===== src/design/scatr_pkg.sv =====
// Shared types and constants for the smart card ATR parser.
// No dependencies; imported by every module of the block.
package scatr_pkg;

  // Longest ATR accepted before a length overflow is flagged
  localparam int unsigned MaxAtrBytes = 33;
  localparam int unsigned CountW      = 6;

  // Convention bytes (TS)
  localparam logic [7:0] TsDirect  = 8'h3b;
  localparam logic [7:0] TsInverse = 8'h03;

  typedef enum logic [2:0] {
    KindTs    = 3'd0,
    KindT0    = 3'd1,
    KindIface = 3'd2,
    KindTd    = 3'd3,
    KindHist  = 3'd4,
    KindTck   = 3'd5,
    KindNone  = 3'd6
  } kind_e;

  typedef enum logic [1:0] {
    StatOk       = 2'd0,
    StatBadTs    = 2'd1,
    StatOverflow = 2'd2,
    StatIgnored  = 2'd3
  } status_e;

  // One result word
  typedef struct packed {
    logic [CountW-1:0] position;
    logic [7:0]        stored_byte;
    kind_e             byte_kind;
    logic              atr_done;
    logic [CountW-1:0] atr_length;
    status_e           parse_status;
    logic              inverse_mode;
  } result_t;

endpackage


===== src/design/scatr_step.sv =====
// Parser state registers and the per-word decision logic of the ATR parser.
// Depends on scatr_pkg.
module scatr_step (
  input  logic              clk_i,
  input  logic              rst_ni,
  input  logic              fire_i,
  input  logic              action_i,
  input  logic [7:0]        rx_byte_i,
  output scatr_pkg::result_t result_o
);
  import scatr_pkg::*;

  typedef enum logic [2:0] {
    PhTs    = 3'd0,
    PhT0    = 3'd1,
    PhGroup = 3'd2,
    PhTail  = 3'd3,
    PhIdle  = 3'd4
  } phase_e;

  phase_e            phase_q, phase_d;
  logic              inverse_q, inverse_d;
  logic [2:0]        group_left_q, group_left_d;
  logic              has_td_q, has_td_d;
  logic [3:0]        hist_q, hist_d;
  logic              tck_q, tck_d;
  logic [4:0]        tail_q, tail_d;
  logic [CountW-1:0] count_q, count_d;

  logic              open_en;
  logic [7:0]        open_y;
  logic [2:0]        open_n;
  logic [2:0]        gl_dec;
  logic [4:0]        tail_dec;
  logic              fin;
  logic [7:0]        fmt_y;
  result_t           res;

  // Read a format byte in the current convention: reverse and invert if inverse
  function automatic logic [7:0] decode(input logic [7:0] b, input logic inv);
    logic [7:0] r;
    for (int i = 0; i < 8; i++) begin
      r[7-i] = b[i];
    end
    return inv ? ~r : b;
  endfunction

  assign fmt_y    = decode(rx_byte_i, inverse_q);
  assign gl_dec   = (group_left_q != 3'd0) ? group_left_q - 3'd1 : 3'd0;
  assign tail_dec = (tail_q != 5'd0) ? tail_q - 5'd1 : 5'd0;
  assign open_n   = {2'b00, open_y[4]} + {2'b00, open_y[5]}
                  + {2'b00, open_y[6]} + {2'b00, open_y[7]};

  // Decide the result and the next state for one word
  always_comb begin
    phase_d      = phase_q;
    inverse_d    = inverse_q;
    group_left_d = group_left_q;
    has_td_d     = has_td_q;
    hist_d       = hist_q;
    tck_d        = tck_q;
    tail_d       = tail_q;
    count_d      = count_q;
    open_en      = 1'b0;
    open_y       = 8'h00;
    fin          = 1'b0;
    res              = '0;
    res.stored_byte  = rx_byte_i;
    res.byte_kind    = KindNone;
    res.parse_status = StatOk;

    if (action_i) begin
      // Card reset: wipe everything and echo nothing
      phase_d         = PhTs;
      inverse_d       = 1'b0;
      group_left_d    = 3'd0;
      has_td_d        = 1'b0;
      hist_d          = 4'd0;
      tck_d           = 1'b0;
      tail_d          = 5'd0;
      count_d         = '0;
      res.stored_byte = 8'h00;
    end else if (phase_q == PhIdle) begin
      res.parse_status = StatIgnored;
    end else if (count_q >= CountW'(MaxAtrBytes)) begin
      res.parse_status = StatOverflow;
      res.atr_done     = 1'b1;
      res.atr_length   = CountW'(MaxAtrBytes);
      phase_d          = PhIdle;
    end else begin
      res.position = count_q;
      unique case (phase_q)
        PhTs: begin
          res.byte_kind = KindTs;
          if (rx_byte_i == TsInverse || rx_byte_i == TsDirect) begin
            inverse_d = (rx_byte_i == TsInverse);
            phase_d   = PhT0;
            count_d   = count_q + CountW'(1);
          end else begin
            res.parse_status = StatBadTs;
            res.atr_done     = 1'b1;
            phase_d          = PhIdle;
          end
        end
        PhT0: begin
          res.byte_kind = KindT0;
          count_d       = count_q + CountW'(1);
          hist_d        = fmt_y[3:0];
          open_en       = 1'b1;
          open_y        = fmt_y;
        end
        PhGroup: begin
          count_d      = count_q + CountW'(1);
          group_left_d = gl_dec;
          if (gl_dec == 3'd0 && has_td_q) begin
            res.byte_kind = KindTd;
            if (fmt_y[3:0] != 4'd0) begin
              tck_d = 1'b1;
            end
            open_en = 1'b1;
            open_y  = fmt_y;
          end else begin
            res.byte_kind = KindIface;
            open_en       = (gl_dec == 3'd0);
          end
        end
        PhTail: begin
          count_d       = count_q + CountW'(1);
          res.byte_kind = (tail_q == 5'd1 && tck_q) ? KindTck : KindHist;
          tail_d        = tail_dec;
          if (tail_dec == 5'd0) begin
            phase_d = PhIdle;
            fin     = 1'b1;
          end
        end
        default: begin
          res.parse_status = StatIgnored;
          res.position     = '0;
          phase_d          = PhIdle;
        end
      endcase

      // Open the next interface group, or the tail when the group is empty
      if (open_en) begin
        if (open_n != 3'd0) begin
          group_left_d = open_n;
          has_td_d     = open_y[7];
          phase_d      = PhGroup;
        end else begin
          tail_d = {1'b0, hist_d} + {4'b0000, tck_d};
          if (tail_d == 5'd0) begin
            phase_d = PhIdle;
            fin     = 1'b1;
          end else begin
            phase_d = PhTail;
          end
        end
      end

      if (fin) begin
        res.atr_done   = 1'b1;
        res.atr_length = count_d;
      end
    end
    res.inverse_mode = inverse_d;
  end

  assign result_o = res;

  // Hold parser state; advance on each accepted word
  always_ff @(posedge clk_i or negedge rst_ni) begin
    if (!rst_ni) begin
      phase_q      <= PhTs;
      inverse_q    <= 1'b0;
      group_left_q <= 3'd0;
      has_td_q     <= 1'b0;
      hist_q       <= 4'd0;
      tck_q        <= 1'b0;
      tail_q       <= 5'd0;
      count_q      <= '0;
    end else if (fire_i) begin
      phase_q      <= phase_d;
      inverse_q    <= inverse_d;
      group_left_q <= group_left_d;
      has_td_q     <= has_td_d;
      hist_q       <= hist_d;
      tck_q        <= tck_d;
      tail_q       <= tail_d;
      count_q      <= count_d;
    end
  end

  // Restart clears the count and the convention
  a_restart_clears: assert property (@(posedge clk_i) disable iff (!rst_ni)
    (fire_i && action_i) |=> (count_q == '0 && !inverse_q && phase_q == PhTs))
    else $error("restart did not clear parser state");

  // The count never passes the ATR limit
  a_count_bound: assert property (@(posedge clk_i) disable iff (!rst_ni)
    count_q <= CountW'(MaxAtrBytes))
    else $error("byte count beyond ATR limit");

  // Inside an interface group at least one byte is always still due
  a_group_nonempty: assert property (@(posedge clk_i) disable iff (!rst_ni)
    (phase_q == PhGroup) |-> (group_left_q != 3'd0))
    else $error("interface group with nothing due");

  // A normal completion reports a length one past the final position
  a_done_length: assert property (@(posedge clk_i) disable iff (!rst_ni)
    (res.atr_done && res.parse_status == StatOk)
      |-> (res.atr_length == res.position + CountW'(1)))
    else $error("completion length does not match position");

endmodule


===== src/design/scatr_out_reg.sv =====
// Result register of the ATR parser: holds one result word toward the receiver.
// Depends on scatr_pkg.
module scatr_out_reg (
  input  logic               clk_i,
  input  logic               rst_ni,
  input  logic               load_i,
  input  scatr_pkg::result_t data_i,
  output logic               ready_o,
  output logic               valid_o,
  input  logic               ready_i,
  output scatr_pkg::result_t data_o
);
  import scatr_pkg::*;

  logic    valid_q;
  result_t data_q;

  // Free when empty or when the held word leaves this cycle
  assign ready_o = !valid_q || ready_i;

  // Track occupancy
  always_ff @(posedge clk_i or negedge rst_ni) begin
    if (!rst_ni) begin
      valid_q <= 1'b0;
    end else if (ready_o) begin
      valid_q <= load_i;
    end
  end

  // Capture a new result word
  always_ff @(posedge clk_i) begin
    if (ready_o && load_i) begin
      data_q <= data_i;
    end
  end

  assign valid_o = valid_q;
  assign data_o  = data_q;

  // A held result word stays while the receiver stalls
  a_no_overwrite: assert property (@(posedge clk_i) disable iff (!rst_ni)
    (valid_q && !ready_i) |=> valid_q)
    else $error("held result word dropped while stalled");

endmodule


===== src/design/smart_card_atr_parser.sv =====
// Smart card ATR parser: accepts ATR bytes and returns one classified result each.
// Uses scatr_pkg, scatr_step and scatr_out_reg.
//
// Usage:
//   Input channel (in_valid_i/in_ready_o) carries one word: action_i = 1 starts
//   a new ATR (card reset), action_i = 0 delivers rx_byte_i from the card.
//   Output channel (out_valid_o/out_ready_i) returns exactly one result word
//   per input word: position, echoed byte, byte kind, done flag with total
//   length, parse status and the detected convention.
//   A word accepted at a clock edge appears on the output after that edge.
//   Throughput is one word per cycle unless the receiver stalls, set by the single
//   result register; the parser state updates in the same cycle a word is taken.
//   When the receiver stalls, the result register holds its word and
//   in_ready_o drops until it is taken; no word is lost.
//   Reset puts the parser in the expect-TS phase with direct convention and
//   empties the result register.
module smart_card_atr_parser (
  input  logic       clk_i,
  input  logic       rst_ni,
  input  logic       in_valid_i,
  output logic       in_ready_o,
  input  logic       action_i,
  input  logic [7:0] rx_byte_i,
  output logic       out_valid_o,
  input  logic       out_ready_i,
  output logic [5:0] position_o,
  output logic [7:0] stored_byte_o,
  output logic [2:0] byte_kind_o,
  output logic       atr_done_o,
  output logic [5:0] atr_length_o,
  output logic [1:0] parse_status_o,
  output logic       inverse_mode_o
);
  import scatr_pkg::*;

  logic    fire;
  result_t step_res;
  result_t out_res;

  assign fire = in_valid_i && in_ready_o;

  // Decide each word against the parser state
  scatr_step u_step (
    .clk_i     (clk_i),
    .rst_ni    (rst_ni),
    .fire_i    (fire),
    .action_i  (action_i),
    .rx_byte_i (rx_byte_i),
    .result_o  (step_res)
  );

  // Register the result toward the receiver
  scatr_out_reg u_out (
    .clk_i   (clk_i),
    .rst_ni  (rst_ni),
    .load_i  (fire),
    .data_i  (step_res),
    .ready_o (in_ready_o),
    .valid_o (out_valid_o),
    .ready_i (out_ready_i),
    .data_o  (out_res)
  );

  // Unpack the result word onto the ports
  assign position_o     = out_res.position;
  assign stored_byte_o  = out_res.stored_byte;
  assign byte_kind_o    = out_res.byte_kind;
  assign atr_done_o     = out_res.atr_done;
  assign atr_length_o   = out_res.atr_length;
  assign parse_status_o = out_res.parse_status;
  assign inverse_mode_o = out_res.inverse_mode;

  // Each accepted word shows up as a result in the next cycle
  a_one_result: assert property (@(posedge clk_i) disable iff (!rst_ni)
    fire |=> out_valid_o)
    else $error("accepted word produced no result");

  // A restart result carries nothing but its kind
  a_restart_result: assert property (@(posedge clk_i) disable iff (!rst_ni)
    (fire && action_i) |=> (byte_kind_o == KindNone && parse_status_o == StatOk
                            && stored_byte_o == 8'h00 && !atr_done_o))
    else $error("restart result not clean");

endmodule

===== config.mk =====
export PLATFORM = sky130hd
export DESIGN_NAME = smart_card_atr_parser
export DESIGN_NICKNAME = d
export VERILOG_FILES = /design/src/design/scatr_pkg.sv /design/src/design/scatr_step.sv /design/src/design/scatr_out_reg.sv /design/src/design/smart_card_atr_parser.sv
export SDC_FILE = /design/constraint.sdc
export NUM_CORES = 1
export LEC_CHECK = 0
export BUFFER_PORTS_ARGS = -buffer_cell sky130_fd_sc_hd__buf_2
export CAP_MARGIN = 20
export CORE_UTILIZATION = 43
export DETAILED_ROUTE_END_ITERATION = 10
export HOLD_SLACK_MARGIN = 0.05
export MAX_ROUTING_LAYER = met4
export SLEW_MARGIN = 10
export SYNTH_ARGS = -nofsm -noshare
export SYNTH_HDL_FRONTEND = slang
export SYNTH_SLANG_ARGS = --single-unit

===== constraint.sdc =====
create_clock -name clk_i -period 4.4 [get_ports clk_i]
set_input_delay 1.32 -clock clk_i [delete_from_list [all_inputs] [get_ports clk_i]]
set_output_delay 1.32 -clock clk_i [all_outputs]
set_load 0.02 [all_outputs]

==> After elaboration in Yosys (flattened, before gate mapping) <==
Index checks and enable logic that the tools add are counted.
{ "classes": {"n_mux": 83, "order_cmp": 1, "n_eq_ne": 11, "n_bitwise": 3, "n_reduce_logical": 27, "n_addsub": 7} }
{ "op_table": {"columns": ["operator", "count"], "rows": [
  ["3-bit two-way mux", 15],
  ["8-bit two-way mux", 5],
  ["1-bit two-way mux", 36],
  ["5-bit two-way mux", 7],
  ["4-bit two-way mux", 7],
  ["6-bit two-way mux", 4],
  ["8-bit case mux with 2 select lines", 1],
  ["3-bit case mux with 4 select lines", 1],
  ["6-bit case mux with 2 select lines", 1],
  ["4-bit OR reduction", 3],
  ["5-bit zero test", 2],
  ["9-bit two-way mux", 1],
  ["3-bit case mux with 3 select lines", 1],
  ["8-bit by 2-bit == test with 1-bit output (second input constant)", 1],
  ["8-bit by 6-bit == test with 1-bit output (second input constant)", 1],
  ["8-bit inverter", 1],
  ["7-bit two-way mux", 1],
  ["3-bit by 1-bit adder with 3-bit output", 2],
  ["6-bit by 1-bit adder with 6-bit output (second input constant)", 1],
  ["3-bit by 2-bit == test with 1-bit output (second input constant)", 2],
  ["6-bit greater-or-equal comparator (second input constant)", 1],
  ["3-bit zero test", 2],
  ["3-bit nonzero test", 2],
  ["3-bit OR reduction", 2],
  ["other kinds (24)", 32]
]} }
{ "word_totals": {"reg_bits": 52, "in_bits": 13, "wordCells": 149, "output_inout_bits": 29} }

==> Depth between registers and ports, before layout <==
{ "logic_depth": {"ltp_word": 21, "depth_mapped": 15, "mapped_depth_nobuf": 14} }

==> Modules after synthesis <==
Synthesis repeated with hierarchy kept, for this count alone.
{ "unflattened": {"cells_unflattened": 335, "area_unflattened_um2": 3275.6} }
{ "modules_own_cells": {"columns": ["module", "n_inst", "cells_each", "seq_area_each_um2", "area_per_inst_um2"], "rows": [
  ["scatr_step", 1, 303, 600.6, 2404.8],
  ["scatr_out_reg", 1, 31, 835.8, 864.6],
  ["smart_card_atr_parser", 1, 1, 0.0, 6.3]
]} }

==> Worst setup path before layout <==
No wires, ideal clock.
{ "synth_path": {"path_kind": "input-to-reg", "from": "input port action_i", "to": "register u_step.tail_q[2]", "setup_ps": 121, "path_stages": 12, "arrival_ps": 4156, "slack_ps": 123, "path_buffers": 1, "required_time_ps": 4279, "path_cell_list": "clkbuf_1 > a21oi_1 > nand2_1 > o21bai_1 > nor2_1 > ha_1 > fa_1 > ha_1 > nor3_1 > nand2_1 > mux2i_1 > a22o_1"} }
{ "synth_via": {"elab_chain_len": 10, "elab_cells_between_ends": 13, "cone_classes": "add/sub: 3; eq/ne: 2; mux: 6; reduce/logical: 2"} }
{ "synth_lines": {"columns": ["element", "line", "rtl"], "rows": [
  ["start: declaration", "smart_card_atr_parser.sv:22", "input logic action_i,"],
  ["8-bit two-way mux", "scatr_step.sv:72", "if (action_i) begin"],
  ["1-bit by 1-bit adder with 2-bit output", "scatr_step.sv:51", "assign open_n = {2'b00, open_y[4]} + {2'b00, open_y[5]}"],
  ["3-bit by 1-bit adder with 3-bit output (2 in a row)", "scatr_step.sv:52", "+ {2'b00, open_y[6]} + {2'b00, open_y[7]};"],
  ["3-bit nonzero test", "scatr_step.sv:145", "if (open_n != 3'd0) begin"],
  ["5-bit two-way mux", "scatr_step.sv:145", null],
  ["5-bit two-way mux", "scatr_step.sv:144", "if (open_en) begin"],
  ["5-bit two-way mux", "scatr_step.sv:85", "end else if (count_q >= CountW'(MaxAtrBytes)) begin"],
  ["5-bit two-way mux", "scatr_step.sv:83", "end else if (phase_q == PhIdle) begin"],
  ["5-bit two-way mux", "scatr_step.sv:72", null],
  ["end signal: assignment", "scatr_step.sv:188", "tail_q <= tail_d;"],
  ["end: declaration", "scatr_step.sv:27", "logic [4:0] tail_q, tail_d;"]
]} }
Parallel ways exist; a longest one is shown, timed or not. The select of a mux whose other input is x is not followed.
A chain may end at the register's enable or synchronous reset.

==> Final worst setup path <==
{ "layout_path": {"from": "input port rx_byte_i[4]", "to": "register u_out.data_q, in the netlist u_out.data_o[3] (data pin)"} }
{ "layout_via": {"elab_chain_len": 19, "elab_cells_between_ends": 37, "cone_classes": "add/sub: 4; eq/ne: 2; mux: 26; bitwise: 1; reduce/logical: 4"} }
{ "layout_lines": {"columns": ["element", "line", "rtl"], "rows": [
  ["start: declaration", "smart_card_atr_parser.sv:23", "input logic [7:0] rx_byte_i,"],
  ["parallel branches: the longest is 17 deep, another holds 3-bit by 1-bit adder with 3-bit output", null, null],
  ["7-bit two-way mux (*)", "scatr_step.sv:160", "if (fin) begin"],
  ["9-bit two-way mux (*)", "scatr_step.sv:85", null],
  ["end signal: assignment", "scatr_out_reg.sv:33", "data_q <= data_i;"],
  ["end: declaration", "scatr_out_reg.sv:16", "result_t data_q;"]
]} }
Mark *: on every way between the ends. The select of a mux whose other input is x is not followed.

==> flow_summary_export.csv <==
group,metric,value,unit
timing,setup_viol,0,
die,rows,30,
clock_network,clk_pin_slew,0.10,ns
timing,finalCritPeriodShare,90.15,%
global_routing,grt_start_max_net_pins,31,
final_layout,area_growth,15.08,%
worst_setup_path,crit_type,"input port to flip-flop",
timing,slew_headroom,54.30,%
clock_network,cts_hold_buf,0,
timing,fin_crit,3.967,ns
final_layout,instances_no_fill,463,
die,die_w,87.05,um
final_layout,n_fill_cell,691,
worst_setup_path,cp_num_buf_inv,1,
run_status,outcome,"finished clean",
worst_setup_path,ff2ff_path_depth,12,
worst_setup_path,crit_family,"compound AO/OA/AOI/OAI gates",
synth,ys_seq_elements,52,
power_and_ir_drop,seqPwrFrac,50.8,%
worst_setup_path,r2r_start,"u_step.group_left_q[0]",
die,ioPinCount,42,
clock_network,tritoncts,"done",
die,core,6907,sq um
routing,drt_iter0_drc,141,
place,dp_cells,455,
timing,hold_violations,0,
synth,synthesis.area,3110,sq um
power_and_ir_drop,internal_power,0.0008017,W
clock_network,cts_buffers,5,
worst_setup_path,slowest_stage,"a31oi_1",
worst_setup_path,worstSetupEndpointType,"flip-flop",
timing,fin_tns_setup,0,ns
worst_setup_path,critical_path.endpoint,"u_out.data_o[3]",
die,fp.dieH,87.05,um
routing,vias_per_cell,5.581,
global_routing,track_usage,20.96,%
global_routing,grt.overflow.total,0,
synth,synth_most_common_cell,"nand2_1",
global_routing,antenna_found_initial,0,
timing,setup_slack,0.4333,ns
clock_network,ctsResizeCount,0,
power_and_ir_drop,powerDensity,294.8,nW/um^2
worst_setup_path,worstSetupPathDepth,12,
synth,synth_top_cell_by_area,"edfxtp_1",
timing,fmax,0.2521,GHz
routing,dr_total_vias,2584,
timing,finClkSkew,0.01134,ns
worst_setup_path,crit_arrival,3.99,ns
power_and_ir_drop,peakVddDrop,0.0001347,V
synth,synth_edf_count,27,
worst_setup_path,critPathLaunchType,"input port",
routing,antenna_left,0,
worst_setup_path,crit_start,"rx_byte_i[4]",
synth,avgSynthCellArea,9.630,sq um
worst_setup_path,max_stage_delay,0.55,ns
clock_network,clock_path_buffers,2,
routing,wirelength,7.112,mm
clock_network,insertion_delay,0.30,ns
final_layout,antenna_cells,0,
final_layout,final_nets,391,
die,start_util,45.04,%
power_and_ir_drop,leakage,1.574,nW
place,dp_hpwl,5.203,mm
timing,rsz0062_at_grt,"no",
synth,async_flop_share,48.08,%
synth,synth_cell_types,58,
synth,synth_nets,348,
clock_network,cts_sinks,52,
synth,netlist.area_leader.share,26.07,%
synth,synth.yosys.seq_area_share,46.18,%
routing,drc,0,
routing,drt_pass1_iterations,4,
synth,synthCells,323,
synth,synth.top_cells.by_count,"nand2_1 (30), edfxtp_1 (27), o21ai_0 (27), dfrtp_1 (25), nor2_1 (23)",
run,cap_violations,0,
power_and_ir_drop,pwr-share-comb,12.9,%
timing,drv_slew,0,
synth,synth_area_leaders,"edfxtp_1 (26%), dfrtp_1 (20%), ha_1 (4.4%)",
power_and_ir_drop,pwr-share-clk,36.3,%
place,routabilityCongestion,0.9168,
die,die_area,7578,sq um
worst_setup_path,worstReg2RegEnd,"u_out.data_o[3]",
power_and_ir_drop,p_switching,0.0002538,W
global_routing,grt_pass1_wl,11.90,mm
place,dp_slack,0.1334,ns
final_layout,drive_above_1_share,18.53,%
worst_setup_path,r2r_setup_slack,0.45,ns
worst_setup_path,critPathRequiredTime,4.43,ns
clock_network,cts_max_level,2,
timing,worst_slew_pin_slew,0.6836,ns
clock_network,cts_setup_buffers,0,
power_and_ir_drop,switching_share,24.05,%
synth,synth_warnings,0,
place,portBuffers,41,
worst_setup_path,cp_max_fo,7,
worst_setup_path,path_cells,"buf_2 -> and2_1 -> or2_2 -> nand4_1 -> a21o_1 -> ha_1 -> nand2_1 -> o31ai_1 -> mux2i_1 -> a221oi_2 -> a31oi_1 -> o22ai_1",
synth,synth_ff_type,"edfxtp_1",
routing,wl_per_cell,15.36,um
global_routing,grt_pass1_vias,2427,
min_path,timing.hold.worst.class,"flip-flop to flip-flop",
clock_network,cts-root-buf,"clkbuf_8",
-- stage by stage --
step                area [sq um]  hold slack [ns]  util (%)  power (W)
floorplan                   3110           0.4629         -  0.0006261
global placement            3447           0.4940     49.91  0.0006831
detailed placement          3447           0.4947     49.91  0.0006834
CTS                         3580           0.5225     51.83   0.001070
global route                3580           0.5478     51.83   0.001098
finish                      3580           0.5195     51.83   0.001055
-- cells in the final DEF (no fill, tap or decap), types with 3 or more instances in the layout --
cell,count
buf_2,41
dfrtp_1,25
or3_1,5
nand3_1,8
a21o_1,7
and3_1,4
a22o_1,3
nand3b_1,3
o31ai_1,4
clkbuf_8,5
a31oi_1,3
buf_4,9
a211oi_1,3
o21ai_0,27
inv_1,15
mux2i_1,10
xnor2_1,3
a21oi_1,20
nor2b_1,4
nand2b_1,6
ha_1,11
nor2_1,23
edfxtp_1,27
o21a_1,3
or2_2,3
xor2_1,3
and2_1,8
nand2_1,30
nor3_1,13
nand4_1,3
-- worst min path at each step --
stage | slack, ns | cells after the start | end | startpoint
global placement | 0.49 | 1 | u_step.hist_q[0] | u_step.hist_q[0]
floorplan | 0.46 | 2 | u_step.has_td_q | u_step.has_td_q
global route | 0.55 | 2 | u_step.has_td_q | u_step.has_td_q
finish | 0.52 | 1 | u_step.hist_q[0] | u_step.hist_q[0]
detailed placement | 0.49 | 1 | u_step.hist_q[0] | u_step.hist_q[0]
CTS | 0.52 | 1 | u_step.hist_q[0] | u_step.hist_q[0]
-- cell families (layout without fill, tap and decap cells) --
family          count (synthesis)  after routing  synth area share [%]
compound gates                 94             94                 20.11
xor+xnor                        6              6                 1.690
fa+ha+maj                      12             12                 5.068
buf+inv                        29             73                 3.620
flops                          52             52                 46.18
mux                            11             11                 3.580
simple gates                  119            119                 19.75
-- worst register-to-register path, stage by stage, from the launching register on --
cell	delay, ns
dfrtp_1	0.48
or2_2	0.34
ha_1	0.21
a211oi_2	0.23
and3_1	0.29
o21bai_1	0.16
nor2_1	0.15
ha_1	0.26
fa_1	0.41
ha_1	0.33
nor3_1	0.07
a31oi_1	0.56
o22ai_1	0.19
-- power groups by stage --
| stage | registers, W | clock network, W | logic (W) |
|---|---|---|---|
| finish | 0.000536 | 0.000383 | 0.000136 |
| detailed placement | 0.000547 | 0 | 0.000136 |
| global placement | 0.000547 | 0 | 0.000136 |
| floorplan | 0.000568 | 0 | 0.0000583 |
| CTS | 0.000537 | 0.000396 | 0.000137 |
| global route | 0.000539 | 0.000410 | 0.000149 |
-- state kept, by name, indices dropped and copies added (netlist names) --
signal,count
u_out.data_o,27
u_out.valid_o,1
u_step.count_q,6
u_step.group_left_q,3
u_step.has_td_q,1
u_step.hist_q,4
u_step.inverse_q,1
u_step.phase_q,3
u_step.tail_q,5
u_step.tck_q,1
-- routing by layer --
layer / track usage [%] / vias up / part of all wire (%)
li1: - / 1275 / -
met1: 27.96 / 1242 / 47
met2: 31.85 / 51 / 47
met3: 3.697 / 16 / 3.3
met4: 7.879 / 0 / 2.5
met5: - / - / 0
-- cell type report --
class                           count  area [sq um]  share of cell area (%)
Inverter                           15         56.30                   1.573
Sequential cell                    52          1436                   40.13
Clock inverter                      2         60.06                   1.678
Clock buffer                        6         72.57                   2.027
Timing Repair Buffer               50         272.8                   7.620
Tap cell                           96         120.1                   3.355
Multi-Input combinational cell    242          1562                   43.62
Power figures use the tool's default switching activity.
